### config.mk
export PLATFORM = sky130hd
export DESIGN_NAME = adler32_multibyte_checksum_unit
export DESIGN_NICKNAME = d
export VERILOG_FILES = /design/src/rtl/adl32_pkg.sv /design/src/rtl/adler32_multibyte_checksum_unit.sv /design/src/rtl/adl32_lane.sv /design/src/rtl/adl32_merge.sv /design/src/rtl/adl32_accum.sv
export SDC_FILE = /design/constraint.sdc
export NUM_CORES = 1
export LEC_CHECK = 0
export BUFFER_PORTS_ARGS = -buffer_cell sky130_fd_sc_hd__buf_4
export CORE_MARGIN = 2
export CORE_UTILIZATION = 50
export DETAILED_ROUTE_END_ITERATION = 10
export PLACE_DENSITY = 0.7
export SYNTH_ARGS = -nofsm -noshare
export SYNTH_HDL_FRONTEND = slang
export SYNTH_HIERARCHICAL = 1
export SYNTH_SLANG_ARGS = --single-unit
### constraint.sdc
create_clock -name clock -period 10.23 [get_ports clock]
set_input_delay 1.023 -clock clock [delete_from_list [all_inputs] [get_ports clock]]
set_output_delay 1.023 -clock clock [all_outputs]
set_load 0.005 [all_outputs]
### src/rtl/adl32_pkg.sv
`default_nettype none
package adl32_pkg;

   localparam int BYTE_W = 8;
   localparam int COUNT_W = 4;
   localparam int SEED_W = 32;
   localparam int HALF_W = 16;
   localparam int LANE_PROD_W = 11;
   localparam int BYTE_SUM_W = 11;
   localparam int WEIGHT_SUM_W = 14;
   localparam int HIGH_ACC_W = 20;

   localparam logic [HALF_W:0] ADLER_MOD = 17'd65521;
   localparam logic [3:0] FOLD_FACTOR = 4'd15;

   typedef struct packed {
      logic [BYTE_W-1:0] byte_val;
      logic [LANE_PROD_W-1:0] weighted;
   } lane_result_type;

   typedef struct packed {
      logic [BYTE_SUM_W-1:0] byte_sum;
      logic [WEIGHT_SUM_W-1:0] weighted;
      logic [COUNT_W-1:0] count;
   } sums_type;

endpackage
`default_nettype wire

### src/rtl/adler32_multibyte_checksum_unit.sv
`default_nettype none
// Adler-32 checksum over a byte stream, up to BYTES_PER_ITEM bytes per transaction.
// One transaction is accepted every cycle while ready is high; the checksum of a final
// transaction (tlast) is offered once it has passed the merging register and the
// response register. The rate is set by the running sum update, which folds one
// whole word into both sums modulo 65521 after the byte lanes and their merging
// register. Ready falls only while a final transaction waits behind a checksum not yet taken.
// tuser carries the start flag: the sums load from seed before that word.
module adler32_multibyte_checksum_unit
   import adl32_pkg::*;
#(
   parameter int BYTES_PER_ITEM = 8
) (
   input  wire logic clock,
   input  wire logic reset,
   input  wire logic req_tvalid,
   output logic req_tready,
   // data_word, byte_count, seed, zero fill
   input  wire logic [8*BYTES_PER_ITEM+39:0] req_tdata,
   // start_req
   input  wire logic req_tuser,
   input  wire logic req_tlast,
   output logic rsp_tvalid,
   input  wire logic rsp_tready,
   // checksum
   output logic [SEED_W-1:0] rsp_tdata
);

   localparam int DATA_W = BYTE_W * BYTES_PER_ITEM;
   localparam logic [COUNT_W-1:0] MAX_COUNT = COUNT_W'(BYTES_PER_ITEM);

   logic [COUNT_W-1:0] byte_count;
   logic [COUNT_W-1:0] count_sat;
   logic accept;
   logic advance;

   lane_result_type lanes [BYTES_PER_ITEM];
   sums_type sums;

   logic stage_valid_ff;
   logic stage_valid_in;
   logic stage_start_ff;
   logic stage_last_ff;
   logic [SEED_W-1:0] stage_seed_ff;

   logic rsp_tvalid_ff;
   logic rsp_tvalid_in;
   logic [SEED_W-1:0] rsp_tdata_ff;
   logic [SEED_W-1:0] checksum_in;

   assign byte_count = req_tdata[DATA_W+COUNT_W-1:DATA_W];
   assign count_sat = (byte_count > MAX_COUNT) ? MAX_COUNT : byte_count;

   for (genvar g = 0; g < BYTES_PER_ITEM; g++) begin : g_lane
      adl32_lane #(
         .LANE_INDEX(g)
      ) u_lane (
         .data_byte(req_tdata[g*BYTE_W +: BYTE_W]),
         .count(count_sat),
         .result(lanes[g])
      );
   end

   adl32_merge #(
      .BYTES_PER_ITEM(BYTES_PER_ITEM)
   ) u_merge (
      .clock(clock),
      .load(accept),
      .lanes(lanes),
      .count(count_sat),
      .sums(sums)
   );

   adl32_accum u_accum (
      .clock(clock),
      .reset(reset),
      .advance(advance),
      .sums(sums),
      .start(stage_start_ff),
      .seed(stage_seed_ff),
      .checksum_in(checksum_in)
   );

   always_comb begin
      advance = stage_valid_ff && (!stage_last_ff || !rsp_tvalid_ff || rsp_tready);
      req_tready = !stage_valid_ff || advance;
      accept = req_tvalid && req_tready;
      stage_valid_in = accept || (stage_valid_ff && !advance);
      rsp_tvalid_in = (advance && stage_last_ff) || (rsp_tvalid_ff && !rsp_tready);
   end

   always_ff @(posedge clock) begin
      if (reset) begin
         stage_valid_ff <= 1'b0;
         rsp_tvalid_ff <= 1'b0;
      end else begin
         stage_valid_ff <= stage_valid_in;
         rsp_tvalid_ff <= rsp_tvalid_in;
      end
   end

   always_ff @(posedge clock) begin
      if (accept) begin
         stage_start_ff <= req_tuser;
         stage_last_ff <= req_tlast;
         stage_seed_ff <= req_tdata[DATA_W+COUNT_W+SEED_W-1:DATA_W+COUNT_W];
      end
      if (advance && stage_last_ff) begin
         rsp_tdata_ff <= checksum_in;
      end
   end

   assign rsp_tvalid = rsp_tvalid_ff;
   assign rsp_tdata = rsp_tdata_ff;

endmodule
`default_nettype wire

### src/rtl/adl32_lane.sv
`default_nettype none
module adl32_lane
   import adl32_pkg::*;
#(
   parameter int LANE_INDEX = 0
) (
   input  wire logic [BYTE_W-1:0] data_byte,
   input  wire logic [COUNT_W-1:0] count,
   output lane_result_type result
);

   localparam logic [COUNT_W-1:0] INDEX = COUNT_W'(LANE_INDEX);

   logic active;
   logic [COUNT_W-1:0] weight;
   logic [BYTE_W+COUNT_W-1:0] product;

   always_comb begin
      active = INDEX < count;
      weight = count - INDEX;
      product = data_byte * weight;
      result.byte_val = active ? data_byte : '0;
      result.weighted = active ? product[LANE_PROD_W-1:0] : '0;
   end

endmodule
`default_nettype wire

### src/rtl/adl32_merge.sv
`default_nettype none
module adl32_merge
   import adl32_pkg::*;
#(
   parameter int BYTES_PER_ITEM = 8
) (
   input  wire logic clock,
   input  wire logic load,
   input  wire lane_result_type lanes [BYTES_PER_ITEM],
   input  wire logic [COUNT_W-1:0] count,
   output sums_type sums
);

   sums_type sums_ff;
   sums_type sums_in;

   always_comb begin
      sums_in.byte_sum = '0;
      sums_in.weighted = '0;
      for (int i = 0; i < BYTES_PER_ITEM; i++) begin
         sums_in.byte_sum = sums_in.byte_sum + BYTE_SUM_W'(lanes[i].byte_val);
         sums_in.weighted = sums_in.weighted + WEIGHT_SUM_W'(lanes[i].weighted);
      end
      sums_in.count = count;
   end

   always_ff @(posedge clock) begin
      if (load) begin
         sums_ff <= sums_in;
      end
   end

   assign sums = sums_ff;

endmodule
`default_nettype wire

### src/rtl/adl32_accum.sv
`default_nettype none
module adl32_accum
   import adl32_pkg::*;
(
   input  wire logic clock,
   input  wire logic reset,
   input  wire logic advance,
   input  wire sums_type sums,
   input  wire logic start,
   input  wire logic [SEED_W-1:0] seed,
   output logic [SEED_W-1:0] checksum_in
);

   logic [HALF_W-1:0] low_ff;
   logic [HALF_W-1:0] low_in;
   logic [HALF_W-1:0] high_ff;
   logic [HALF_W-1:0] high_in;

   logic [HALF_W-1:0] low_base;
   logic [HALF_W-1:0] high_base;
   logic [HALF_W:0] low_sum;
   logic [HIGH_ACC_W-1:0] product;
   logic [HIGH_ACC_W-1:0] high_sum;
   logic [HALF_W:0] high_fold;

   always_comb begin
      low_base = start ? seed[HALF_W-1:0] : low_ff;
      high_base = start ? seed[SEED_W-1:HALF_W] : high_ff;
      low_sum = {1'b0, low_base} + (HALF_W+1)'(sums.byte_sum);
      low_in = (low_sum >= ADLER_MOD) ? HALF_W'(low_sum - ADLER_MOD) : low_sum[HALF_W-1:0];
      product = HIGH_ACC_W'(sums.count) * HIGH_ACC_W'(low_base);
      high_sum = HIGH_ACC_W'(high_base) + product + HIGH_ACC_W'(sums.weighted);
      high_fold = (HALF_W+1)'(high_sum[HALF_W-1:0])
                + ((HALF_W+1)'(high_sum[HIGH_ACC_W-1:HALF_W])
                   * (HALF_W+1)'(FOLD_FACTOR));
      high_in = (high_fold >= ADLER_MOD) ? HALF_W'(high_fold - ADLER_MOD)
                                         : high_fold[HALF_W-1:0];
      checksum_in = {high_in, low_in};
   end

   always_ff @(posedge clock) begin
      if (reset) begin
         low_ff <= HALF_W'(1);
         high_ff <= '0;
      end else if (advance) begin
         low_ff <= low_in;
         high_ff <= high_in;
      end
   end

endmodule
`default_nettype wire

; After elaboration in Yosys (flattened, before gate mapping)
; Cells that the tools add are included.
[classes]
n_addsub = 27
mul = 10
n_lt_le_gt_ge = 11
n_mux = 21
reduce_logical = 15
[op_table]
columns = cell, n
row1 = 8-bit by 4-bit multiplier with 11-bit output, 8
row2 = 11-bit 2-to-1 mux, 8
row3 = 14-bit by 11-bit adder with 14-bit output, 6
row4 = 11-bit by 8-bit adder with 11-bit output, 6
row5 = 16-bit 2-to-1 mux, 4
row6 = 8-bit 2-to-1 mux, 8
row7 = "17-bit by 16-bit greater-or-equal comparator with 1-bit output, second input constant", 2
row8 = "16-bit subtractor, second input constant", 2
row9 = 16-bit by 20-bit adder with 20-bit output, 1
row10 = 20-bit by 14-bit adder with 20-bit output, 1
row11 = 4-bit by 16-bit multiplier with 20-bit output, 1
row12 = 16-bit by 11-bit adder with 17-bit output, 1
row13 = 16-bit by 8-bit adder with 17-bit output, 1
row14 = "3-bit by 4-bit < comparator with 1-bit output, first input constant", 4
row15 = "4-bit by 3-bit subtractor with 4-bit output, second input constant", 4
row16 = 11-bit by 11-bit adder with 12-bit output, 1
row17 = 8-bit by 8-bit adder with 9-bit output, 1
row18 = "1-bit by 4-bit < comparator with 1-bit output, first input constant", 2
row19 = "2-bit by 4-bit < comparator with 1-bit output, first input constant", 2
row20 = "4-bit by 4-bit multiplier with 8-bit output, second input constant", 1
row21 = "4-bit by 2-bit subtractor with 4-bit output, second input constant", 2
row22 = 1-bit logical AND, 5
row23 = 1-bit zero test, 5
row24 = 1-bit logical OR, 5
row25 = other kinds (3), 3
[totals]
ff_bits = 129
input_bits = 110
output_inout_bits = 34
word_cells = 95

; Logic depth before layout (Yosys ltp)
; Gate-level depths: netlist (run 1).
[depth]
ltp_word = 12
depth_mapped = 42
ltp_nobuf = 39

; By module
; Netlist (run 1), hierarchy kept.
[modules_own_cells]
columns = mod, instances, cells_per_inst, area_per_inst_um2, seq_area_each_um2
row1 = adl32_accum, 1, 833, 6796.5, 640.6
row2 = adl32_merge, 1, 418, 4566.9, 870.8
row3 = adler32_multibyte_checksum_unit, 1, 82, 2115.8, 2021.9
row4 = adl32_lane (g_lane[1].u_lane), 1, 141, 1113.6, 0.0
row5 = adl32_lane (g_lane[5].u_lane), 1, 141, 1106.1, 0.0
row6 = adl32_lane (g_lane[0].u_lane), 1, 139, 1098.6, 0.0
row7 = adl32_lane (g_lane[2].u_lane), 1, 133, 1088.5, 0.0
row8 = adl32_lane (g_lane[4].u_lane), 1, 139, 1087.3, 0.0
row9 = adl32_lane (g_lane[3].u_lane), 1, 136, 1086.0, 0.0
row10 = adl32_lane (g_lane[7].u_lane), 1, 136, 1077.3, 0.0
row11 = adl32_lane (g_lane[6].u_lane), 1, 137, 1067.3, 0.0

; Worst setup path after synthesis (run 1)
; Ideal clock, no wire load.
[synth_timing]
kind = reg-to-reg
startpoint = register stage_start_ff
endpoint = register rsp_tdata_ff[30] (netlist: rsp_tdata[30]) (data pin)
setup_ns = 0.268
arrival_time_ns = 9.952
t_required_ns = 9.962
slack_ns = 0.010
path_stages_with_launch = 35
path_buffers = 4
period_less_slack_ns = 10.220
path_cell_list = edfxtp_1 -> buf_2 -> buf_1 -> buf_1 -> clkbuf_1 -> mux2i_1 -> fa_1 -> fa_1 -> fa_1 -> inv_1 -> ha_1 -> a211oi_1 -> o21ai_1 -> a2111oi_0 -> o31ai_1 -> a21o_1 -> a21o_1 -> xor2_1 -> xor2_1 -> ha_1 -> fa_1 -> inv_1 -> fa_1 -> inv_1 -> ha_1 -> nor2b_1 -> o21a_1 -> o21ai_0 -> a21oi_1 -> xnor2_1 -> or4_1 -> nor4_1 -> o2111ai_2 -> a21oi_1 -> nor2_1
[synth_between]
elab_chain_cells = 8
word_cells_on_any_way = 10
classes_between = add/sub (4) / mul (2) / order compare (1) / mux (3)
[synth_rtl]
columns = item, line_no
row1 = "start, declared", adler32_multibyte_checksum_unit.sv:42  ; logic stage_start_ff;
row2 = "start signal, assigned", adler32_multibyte_checksum_unit.sv:104  ; stage_start_ff <= req_tuser;
row3 = 16-bit 2-to-1 mux, adl32_accum.sv:27  ; low_base = start ? seed[HALF_W-1:0] : low_ff;
row4 = 4-bit by 16-bit multiplier with 20-bit output, adl32_accum.sv:31  ; product = HIGH_ACC_W'(sums.count) * HIGH_ACC_W'(low_base);
row5 = 16-bit by 20-bit adder with 20-bit output *, adl32_accum.sv:32  ; high_sum = HIGH_ACC_W'(high_base) + product + HIGH_ACC_W'(sums.weighted);
row6 = 20-bit by 14-bit adder with 20-bit output *, adl32_accum.sv:32
row7 = 4-bit by 4-bit multiplier with 8-bit output, adl32_accum.sv:35  ; * (HALF_W+1)'(FOLD_FACTOR));
row8 = 16-bit by 8-bit adder with 17-bit output *, adl32_accum.sv:34  ; + ((HALF_W+1)'(high_sum[HIGH_ACC_W-1:HALF_W])
row9 = 16-bit subtractor or 17-bit by 16-bit greater-or-equal comparator with 1-bit output (tied branches), adl32_accum.sv:36  ; high_in = (high_fold >= ADLER_MOD) ? HALF_W'(high_fold - ADLER_MOD)
row10 = 16-bit 2-to-1 mux *, adl32_accum.sv:36
row11 = net checksum_in[30], adler32_multibyte_checksum_unit.sv:49  ; logic [SEED_W-1:0] checksum_in;
row12 = "end signal, assigned", adler32_multibyte_checksum_unit.sv:109  ; rsp_tdata_ff <= checksum_in;
row13 = "end, declared", adler32_multibyte_checksum_unit.sv:48  ; logic [SEED_W-1:0] rsp_tdata_ff;
; Mark *: on every way through the listed nets, which the timed path passes. The rest lies on a longest branch.
; A chain may end at the register's enable or synchronous reset.

; Final worst setup path (run 1)
[layout_timing]
startpoint = register stage_start_ff
endpoint = register rsp_tdata_ff[18] (netlist: rsp_tdata[18]) (data pin)
; The elaborated chain is that of the path after synthesis.

==> summary.txt, run 1 <==
Synthesis
  – Area contributors post-synth: fa_1 (25%), edfxtp_1 (13%), ha_1 (12%)
  – Dominant cell type by area after synthesis: fa_1
  – Synth Cell Area: 0.0222 mm2
  – Mapped Cells: about 2400
  – Netlist cell types: around 110
  – Sequential area share after synthesis: 0.159
  – Top-count cell post-synth: inv_1
  – Post-synthesis net count: around 3000
  – Yosys warns: 6
  – Share of the synthesized area in the top cell type: 0.247
  – Synth cell count leaders: inv_1 (471), fa_1 (274), ha_1 (205)
  – Syn_area_per_cell: 9.12 um2
  – #FFs+latches synth: 129
  – EDFF count, synth: 95
  – Main synth FF type: edfxtp_1
  – Asr flop ratio synth: 0

Detailed routing
  – Antenna-violating nets left: 0
  – Initial detailed-routing violation count: ~930
  – Pre-Repair DR Iteration Count: 5
  – DRC Markers: 0
  – Vias post-DR: 17389
  – Routed length per placed instance: 17.8 um
  – DRT Wirelength: 56.8 mm
  – DR vias/cell: around 5.5

Timing
  – Unrepaired setup endpoints after global routing: no
  – Worst Tran Pin Value: 1.03 ns
  – Skew final: about 0.013 ns
  – Final worst path period need: 9.76 ns
  – Max-slew violation total from the final report: 0
  – Part of the cycle the worst path needs: 0.954
  – Setup-failing EPs final: 0
  – Hold Slack: 0.478 ns
  – Final WS setup: 0.466 ns
  – Setup TNS: 0 ns
  – Fmax: roughly 100 MHz
  – Hold Fails Final Rpt: 0
  – Max_slew headroom: 0.309

Clock tree
  – Worst-path clk slew: approximately 0.06 ns
  – CTS Sinks: between 100 and 150
  – Root Buffer: clkbuf_16
  – TritonCTS clock tree: built
  – CTS max path bufs: 2
  – H-tree depth: 4
  – CTS hold repair buffers: 0
  – CTS Buf Count: 17
  – Worst-Skew Late Latency: about 0.43 ns

Layout
  – Multi-input combinational cell area: 0.0168 mm2
  – Final #Nets: roughly 3200
  – Layout cells sized above 1: 0.123
  – Area grow syn2layout: 11.5%
  – ANT cells: 0
  – Fillcell total: 4011
  – Reg area: roughly 0.0035 mm2

Floorplan
  – # IOs: 144
  – DIE WIDTH: 215 um
  – Cell Rows: 77
  – Starting density of the core: 0.504
  – Die Ht: 215 um
  – Die area: 0.0461 mm2
  – Placeable Area: 0.0440 mm2

Critical path
  – R2r setup slk: approximately 0.47 ns
  – Slowest CP cell: fa_1
  – Nature of the critical path endpoint: flop
  – CP most frequent cell: fa_1
  – Req. time, crit path: around 10 ns
  – Worst-path fanout max: 27
  – Startpoint types: flop
  – Setup CP Type: flop to flop
  – Slowest stage delay, CP: 0.56 ns
  – Worst EP arrival: approximately 9.9 ns

Global route
  – Initial antenna violation count: 0
  – Global Route Usage Sum: 0.251
  – Grt ovf: 0
  – Largest net degree at the start of global routing: 70
  – Vias in the first global route: 18075
  – First-pass GRT wire length: 92.8 mm

Placed design
  – Number of port buffers: between 100 and 150
  – Routability cong.: 0.923
  – DPL Wire Length: 46.6 mm
  – Pre-CTS setup slack: approximately 0.15 ns

Worst hold path
  – Hold WC Path Type: flop to flop

Run status
  – Outcome: finished, final reports clean

Job
  – MaxCap Viol Count: 0
==> cells by family (layout without fill, tap and decap cells) <==
group / after synthesis / after routing / share of synthesized area
fa+ha+maj: 479 / 479 / 0.363
simple gates: 778 / 778 / 0.195
mux: 66 / 66 / 0.0309
flops: 129 / 129 / 0.159
compound gates: 368 / 369 / 0.121
buf+inv: 510 / 670 / 0.0888
xor+xnor: 105 / 105 / 0.0424
==> registers in the layout (all words and copies together), names as in the netlist <==
name	count
u_accum/high_ff	16
rsp_tvalid	1
rsp_tdata	32
u_accum/low_ff	16
stage_start_ff	1
stage_last_ff	1
stage_valid_ff	1
stage_seed_ff	32
u_merge/sums	29
==> worst paths after layout <==
check | from | endpoint | cells past startpoint
setup / recovery | stage_start_ff | rsp_tdata[18] | 35
setup reg to reg | stage_start_ff | rsp_tdata[18] | 35
hold reg to reg | u_accum/low_ff[2] | u_accum/low_ff[2] | 2
hold / removal | u_accum/low_ff[2] | u_accum/low_ff[2] | 2
==> critical path: cells and delay by family, from the launching register on <==
kind,cells,cell delay (ns)
buffers and inverters,7,0.76
multiplexers,1,0.44
flip-flops,1,0.37
AO/OA/AOI/OAI,11,2.35
AND/OR/NAND/NOR,5,1.34
XOR/XNOR,3,0.64
adder cells (fa/ha/maj),8,3.60
==> metal layers <==
layer | part of all wire | track usage
met5 | 0 | 0
met4 | 0.042 | 0.102
met3 | 0.040 | 0.0277
met2 | 0.51 | 0.453
met1 | 0.41 | 0.304
==> metrics by stage <==
step | instance area [um2] | instances | utilization
after global routing | 24800 | 3188 | 0.562
final | 24800 | 3188 | 0.562
after CTS | 24600 | 3182 | 0.559
after detailed placement | 24000 | 3150 | 0.545
after floorplan | 22200 | 2435 | -
after global placement | 24000 | 3150 | 0.545
==> timing repair <==
action                                  in CTS  in global routing
setup buffers                                0                  5
gates resized for setup                      0                 21
endpoints found under the setup margin       0                 31
==> layout make-up <==
type	instances	area share
timing repair buffer	167	0.0516
tap	592	0.0299
multi-input combinational	1797	0.680
clock inverter	15	0.00728
clock buffer	17	0.0172
inverter	471	0.0714
sequential	129	0.143
==> layout by cell type, fill, tap and decap left out, types with 28 or more instances in the layout <==
master / count
a211oi_1: 28
a21o_1: 38
a21oi_1: 65
and2_1: 187
buf_4: 165
dfxtp_1: 34
edfxtp_1: 95
fa_1: 274
ha_1: 205
inv_1: 471
mux2i_1: 45
nand2_1: 151
nand2b_1: 46
nor2_1: 99
nor2b_1: 90
nor3_1: 46
o21a_1: 32
o21ai_0: 58
xnor2_1: 64
xor2_1: 36
Power of run 1 is not shown: default switching activity piles up to over one toggle a cycle in this logic, so the estimate is an artifact.
==> inputs of run 2 (changes only) <==
Settings changed: GPL_ROUTABILITY_DRIVEN set to 0, RECOVER_POWER set to 25.
==> summary.txt, run 2 (synthesized netlist as in run 1, its figures left out) <==
Run status
  – Violated checks: max-capacitance violations, max-slew violations
  – Outcome: complete, but fails checks

Worst hold path
  – Hold WC Path Type: flop to flop
  – HP Start: u_accum/low_ff[2]

Layout
  – Fillcell total: 3946
  – Area grow syn2layout: 11.3%
  – ANT cells: 0
  – Final #Nets: 3168
  – Commonest cells after routing, fill and taps aside: inv_1 (471), fa_1 (274), ha_1 (205)
  – Layout cells sized above 1: 0.117
  – Most common cell after layout, fill and taps aside: inv_1
  – Multi-input combinational cell area: 0.0168 mm2
  – Reg area: 0.00353 mm2
  – Final core occ: 0.561

Timing
  – Skew final: between 0.01 and 0.015 ns
  – Max-slew violation total from the final report: 33
  – Part of the cycle the worst path needs: 0.956
  – Setup-failing EPs final: 0
  – Hold Fails Final Rpt: 0
  – Final worst path period need: ~10 ns
  – Worst Tran Pin Value: 1.79 ns
  – Fmax: 102 MHz
  – Max_slew headroom: -0.196

Clock tree
  – CTS max path bufs: 2
  – Root Buffer: clkbuf_16
  – CTS Sinks: 129
  – H-tree depth: 4
  – Worst-Skew Late Latency: 0.42 ns
  – CTS hold repair buffers: 0
  – CTS Buf Count: 17
  – TritonCTS clock tree: built
  – Worst-path clk slew: 0.06 ns

Detailed routing
  – DR vias/cell: roughly 5.4
  – Routed length per placed instance: 17.6 um
  – Antenna-violating nets left: 0
  – Vias post-DR: 17327
  – Initial detailed-routing violation count: 1034
  – Pre-Repair DR Iteration Count: 6
  – DRT Wirelength: between 50 and 60 mm
  – DRC Markers: 0

Floorplan
  – Placeable Area: ~0.044 mm2
  – Die Ht: 215 um
  – DIE WIDTH: 215 um
  – Die area: 0.0461 mm2
  – Cell Rows: 77
  – # IOs: 144
  – Starting density of the core: 0.504

Global route
  – Vias in the first global route: 17954
  – First-pass GRT wire length: ~90 mm
  – Initial antenna violation count: 0
  – Grt ovf: 0
  – Global Route Usage Sum: 0.247
  – Largest net degree at the start of global routing: 64

Job
  – MaxCap Viol Count: 1

Critical path
  – CP Launch Point: stage_start_ff
  – Req. time, crit path: ~11 ns
  – Nature of the critical path endpoint: flop
  – CP most frequent cell: fa_1
  – Setup CP Type: flop to flop
  – Slowest stage delay, CP: 0.60 ns
  – Worst EP arrival: 10.09 ns
  – Startpoint types: flop
  – Worst-path fanout max: 12
  – Slowest CP cell: or4_1
  – Critical R2R Launch: stage_start_ff

Placed design
  – Number of port buffers: 139
  – DPL Wire Length: 45.8 mm
## run 2: changes by cell type in the layout (fill, tap and decap cells not counted), moves of 2 or more
| cell | change |
|---|---|
| a21oi_1 | +2 |
| a21oi_2 | -2 |
| buf_4 | -40 |
| clkbuf_1 | +7 |
| clkbuf_4 | +30 |
| clkbuf_8 | +2 |
| clkinv_1 | +3 |
| clkinv_2 | -3 |
| inv_6 | -2 |
## run 2: what timing repair did
item                       CTS  global route
setup endpoints to repair    0            32
hold endpoints to repair     0             0
gates resized for setup      0            20
setup buffers                0             4
## run 2: metal layers
| metal | track usage | up-vias | share of wire |
|---|---|---|---|
| met3 | 0.0192 | 86 | 0.034 |
| met4 | 0.0741 | 0 | 0.029 |
| met1 | 0.309 | 8543 | 0.42 |
| li1 | - | 8237 | - |
| met5 | 0 | - | 0 |
| met2 | 0.454 | 461 | 0.52 |
## run 2: layout make-up
cell class / count / share of cell area
sequential: 129 / 0.143
timing repair buffer: 163 / 0.0490
clock inverter: 13 / 0.00638
inverter: 471 / 0.0716
tap: 592 / 0.0300
clock buffer: 19 / 0.0183
multi-input combinational: 1797 / 0.682
## run 2: path summary, 6_finish.rpt
kind / endpoint / slack (ns) / cells after the start
worst max-delay path: u_accum/high_ff[9] / 0.45 / 34
worst min-delay path: u_accum/low_ff[2] / 0.48 / 2
worst max register to register: u_accum/high_ff[9] / 0.45 / 34
worst min register to register: u_accum/low_ff[2] / 0.48 / 2
## run 2: metrics by stage
step / TNS [ns] / worst slack, ns / hold WS [ns] / std cells / instance area [um2]
after floorplan: 0 / 0.0103 / 0.421 / 2435 / 22200
after global placement: 0 / 0.233 / 0.453 / 3147 / 24000
after detailed placement: 0 / 0.0640 / 0.456 / 3147 / 24000
after CTS: 0 / 0.00870 / 0.465 / 3179 / 24600
after global routing: -1.24 / -0.110 / 0.505 / 3184 / 24700
final: 0 / 0.451 / 0.476 / 3184 / 24700
## run 2: worst max-delay path: cells and delay by family, from the launching register on
family	cells	cell delay [ns]
fa+ha+maj	8	3.64
xor+xnor	2	0.37
mux	1	0.44
compound gates	13	2.93
simple gates	5	1.51
flops	1	0.32
buf+inv	5	0.43
Power of run 2 is left out for the same reason.
==> inputs of run 3 (changes only) <==
Settings changed: REMOVE_ABC_BUFFERS set to 1, SLEW_MARGIN set to 20.
==> summary.txt, run 3 (synthesized netlist as in run 1, its figures left out) <==
Floorplan
  – Cell Rows: 77
  – Die Ht: between 200 and 250 um
  – DIE WIDTH: around 210 um
  – Placeable Area: ~0.044 mm2
  – # IOs: 144
  – Starting density of the core: 0.504
  – Die area: 0.0461 mm2

Layout
  – Layout Cells excl Fill: 3188
  – Reg area: 0.00353 mm2
  – Most common cell after layout, fill and taps aside: inv_1
  – Area grow syn2layout: 11.0%
  – Final core occ: 0.560
  – Final #Nets: 3172
  – ANT cells: 0
  – Layout cells sized above 1: 0.119
  – Commonest cells after routing, fill and taps aside: inv_1 (471), fa_1 (274), ha_1 (205)
  – Multi-input combinational cell area: roughly 0.017 mm2
  – Fillcell total: 3953

Timing
  – Final WS setup: around 0.54 ns
  – Skew final: 0.0105 ns
  – Setup TNS: 0 ns
  – Max-slew violation total from the final report: 70
  – Final worst path period need: 9.69 ns
  – Hold Fails Final Rpt: 0
  – Max_slew headroom: -0.961
  – Setup-failing EPs final: 0
  – Part of the cycle the worst path needs: 0.947
  – Fmax: 103 MHz
  – Worst Tran Pin Value: 2.93 ns

Placed design
  – DPL Wire Length: between 40 and 50 mm
  – Pre-CTS setup slack: ~0.095 ns
  – Number of port buffers: 139
  – Placed cell count: 3155

Global route
  – Initial antenna violation count: 0
  – First-pass GRT wire length: ~92 mm
  – Grt ovf: 0
  – Vias in the first global route: roughly 18000
  – Global Route Usage Sum: 0.247
  – Largest net degree at the start of global routing: 64

Detailed routing
  – Vias post-DR: 17178
  – DRT Wirelength: 55.0 mm
  – Initial detailed-routing violation count: roughly 1100
  – DRC Markers: 0
  – DR vias/cell: 5.39
  – Routed length per placed instance: 17.3 um
  – Pre-Repair DR Iteration Count: 5
  – Antenna-violating nets left: 0

Clock tree
  – Worst-Skew Late Latency: roughly 0.44 ns
  – Worst-path clk slew: 0.06 ns
  – Root Buffer: clkbuf_16
  – H-tree depth: 4
  – TritonCTS clock tree: built
  – CTS hold repair buffers: 0
  – CTS max path bufs: 2
  – CTS Buf Count: 17
  – CTS Sinks: 129

Job
  – MaxCap Viol Count: 3

Worst hold path
  – Hold WC Path Type: flop to flop
  – HP Start: u_accum/high_ff[12]

Critical path
  – Setup CP Type: primary input to flop
  – Nature of the critical path endpoint: flop
  – CP Launch Point: req_tdata[67]
  – Req. time, crit path: 10.42 ns
  – Critical R2R Launch: stage_start_ff
  – Startpoint types: primary input
  – Worst EP arrival: between 9 and 10 ns
  – Worst-path fanout max: 17

Run status
  – Outcome: complete, but fails checks
  – Violated checks: max-capacitance violations, max-slew violations
run 3: cell types whose count changed in the layout (fill, tap and decap cells not counted), sizes merged:
| cell | previous run | this run |
|---|---|---|
| clkinvlp | 4 | 2 |
| clkbuf | 56 | 75 |
| clkinv | 3 | 1 |
| buf | 126 | 110 |
| bufinv | 3 | 1 |
| inv | 474 | 482 |
| o2111a | 3 | 2 |
run 3: final timing paths:
check | end | slack (ns) | cells past startpoint
setup / recovery | u_merge/sums[17] | 0.54 | 22
hold / removal | u_accum/high_ff[12] | 0.47 | 2
setup reg to reg | rsp_tdata[19] | 0.61 | 34
hold reg to reg | u_accum/high_ff[12] | 0.47 | 2
run 3: area by class of cell:
| class | count | area share |
|---|---|---|
| Clock inverter | 15 | 0.00660 |
| Clock buffer | 17 | 0.0173 |
| Tap cell | 592 | 0.0300 |
| Sequential cell | 129 | 0.143 |
| Timing Repair Buffer | 168 | 0.0509 |
| Multi-Input combinational cell | 1796 | 0.680 |
| Inverter | 471 | 0.0717 |
run 3: routing by layer:
metal / vias up / part of all wire / global-route usage
li1: 8248 / - / -
met1: 8396 / 0.43 / 0.313
met2: 434 / 0.50 / 0.439
met3: 100 / 0.035 / 0.0198
met4: 0 / 0.034 / 0.0907
met5: - / 0 / 0
run 3: worst max-delay path, stage by stage:
cell,delay [ns]
buf_4,0.14
nor2b_1,1.57
buf_4,0.46
buf_4,0.28
xor2_1,0.57
nand2_1,0.16
fa_1,0.53
inv_1,0.05
fa_1,0.54
fa_1,0.52
a211oi_2,0.30
o21bai_1,0.11
a21oi_1,0.18
mux2i_1,0.53
fa_1,0.52
fa_1,0.57
fa_1,0.41
ha_1,0.37
a21oi_1,0.29
a21boi_1,0.32
o21ai_0,0.16
a21o_1,0.23
run 3: metrics by stage:
step | cell area (um2) | hold slack (ns)
after floorplan | 22000 | 0.421
after global placement | 24000 | 0.442
after detailed placement | 24000 | 0.446
after CTS | 24600 | 0.468
after global routing | 24700 | 0.504
final | 24700 | 0.469
run 3: repair_timing:
item / in CTS / in global routing
gates resized for setup: 0 / 14
buffers inserted: 0 / 1
endpoints found under the setup margin: 0 / 32
Power of run 3 is left out for the same reason.
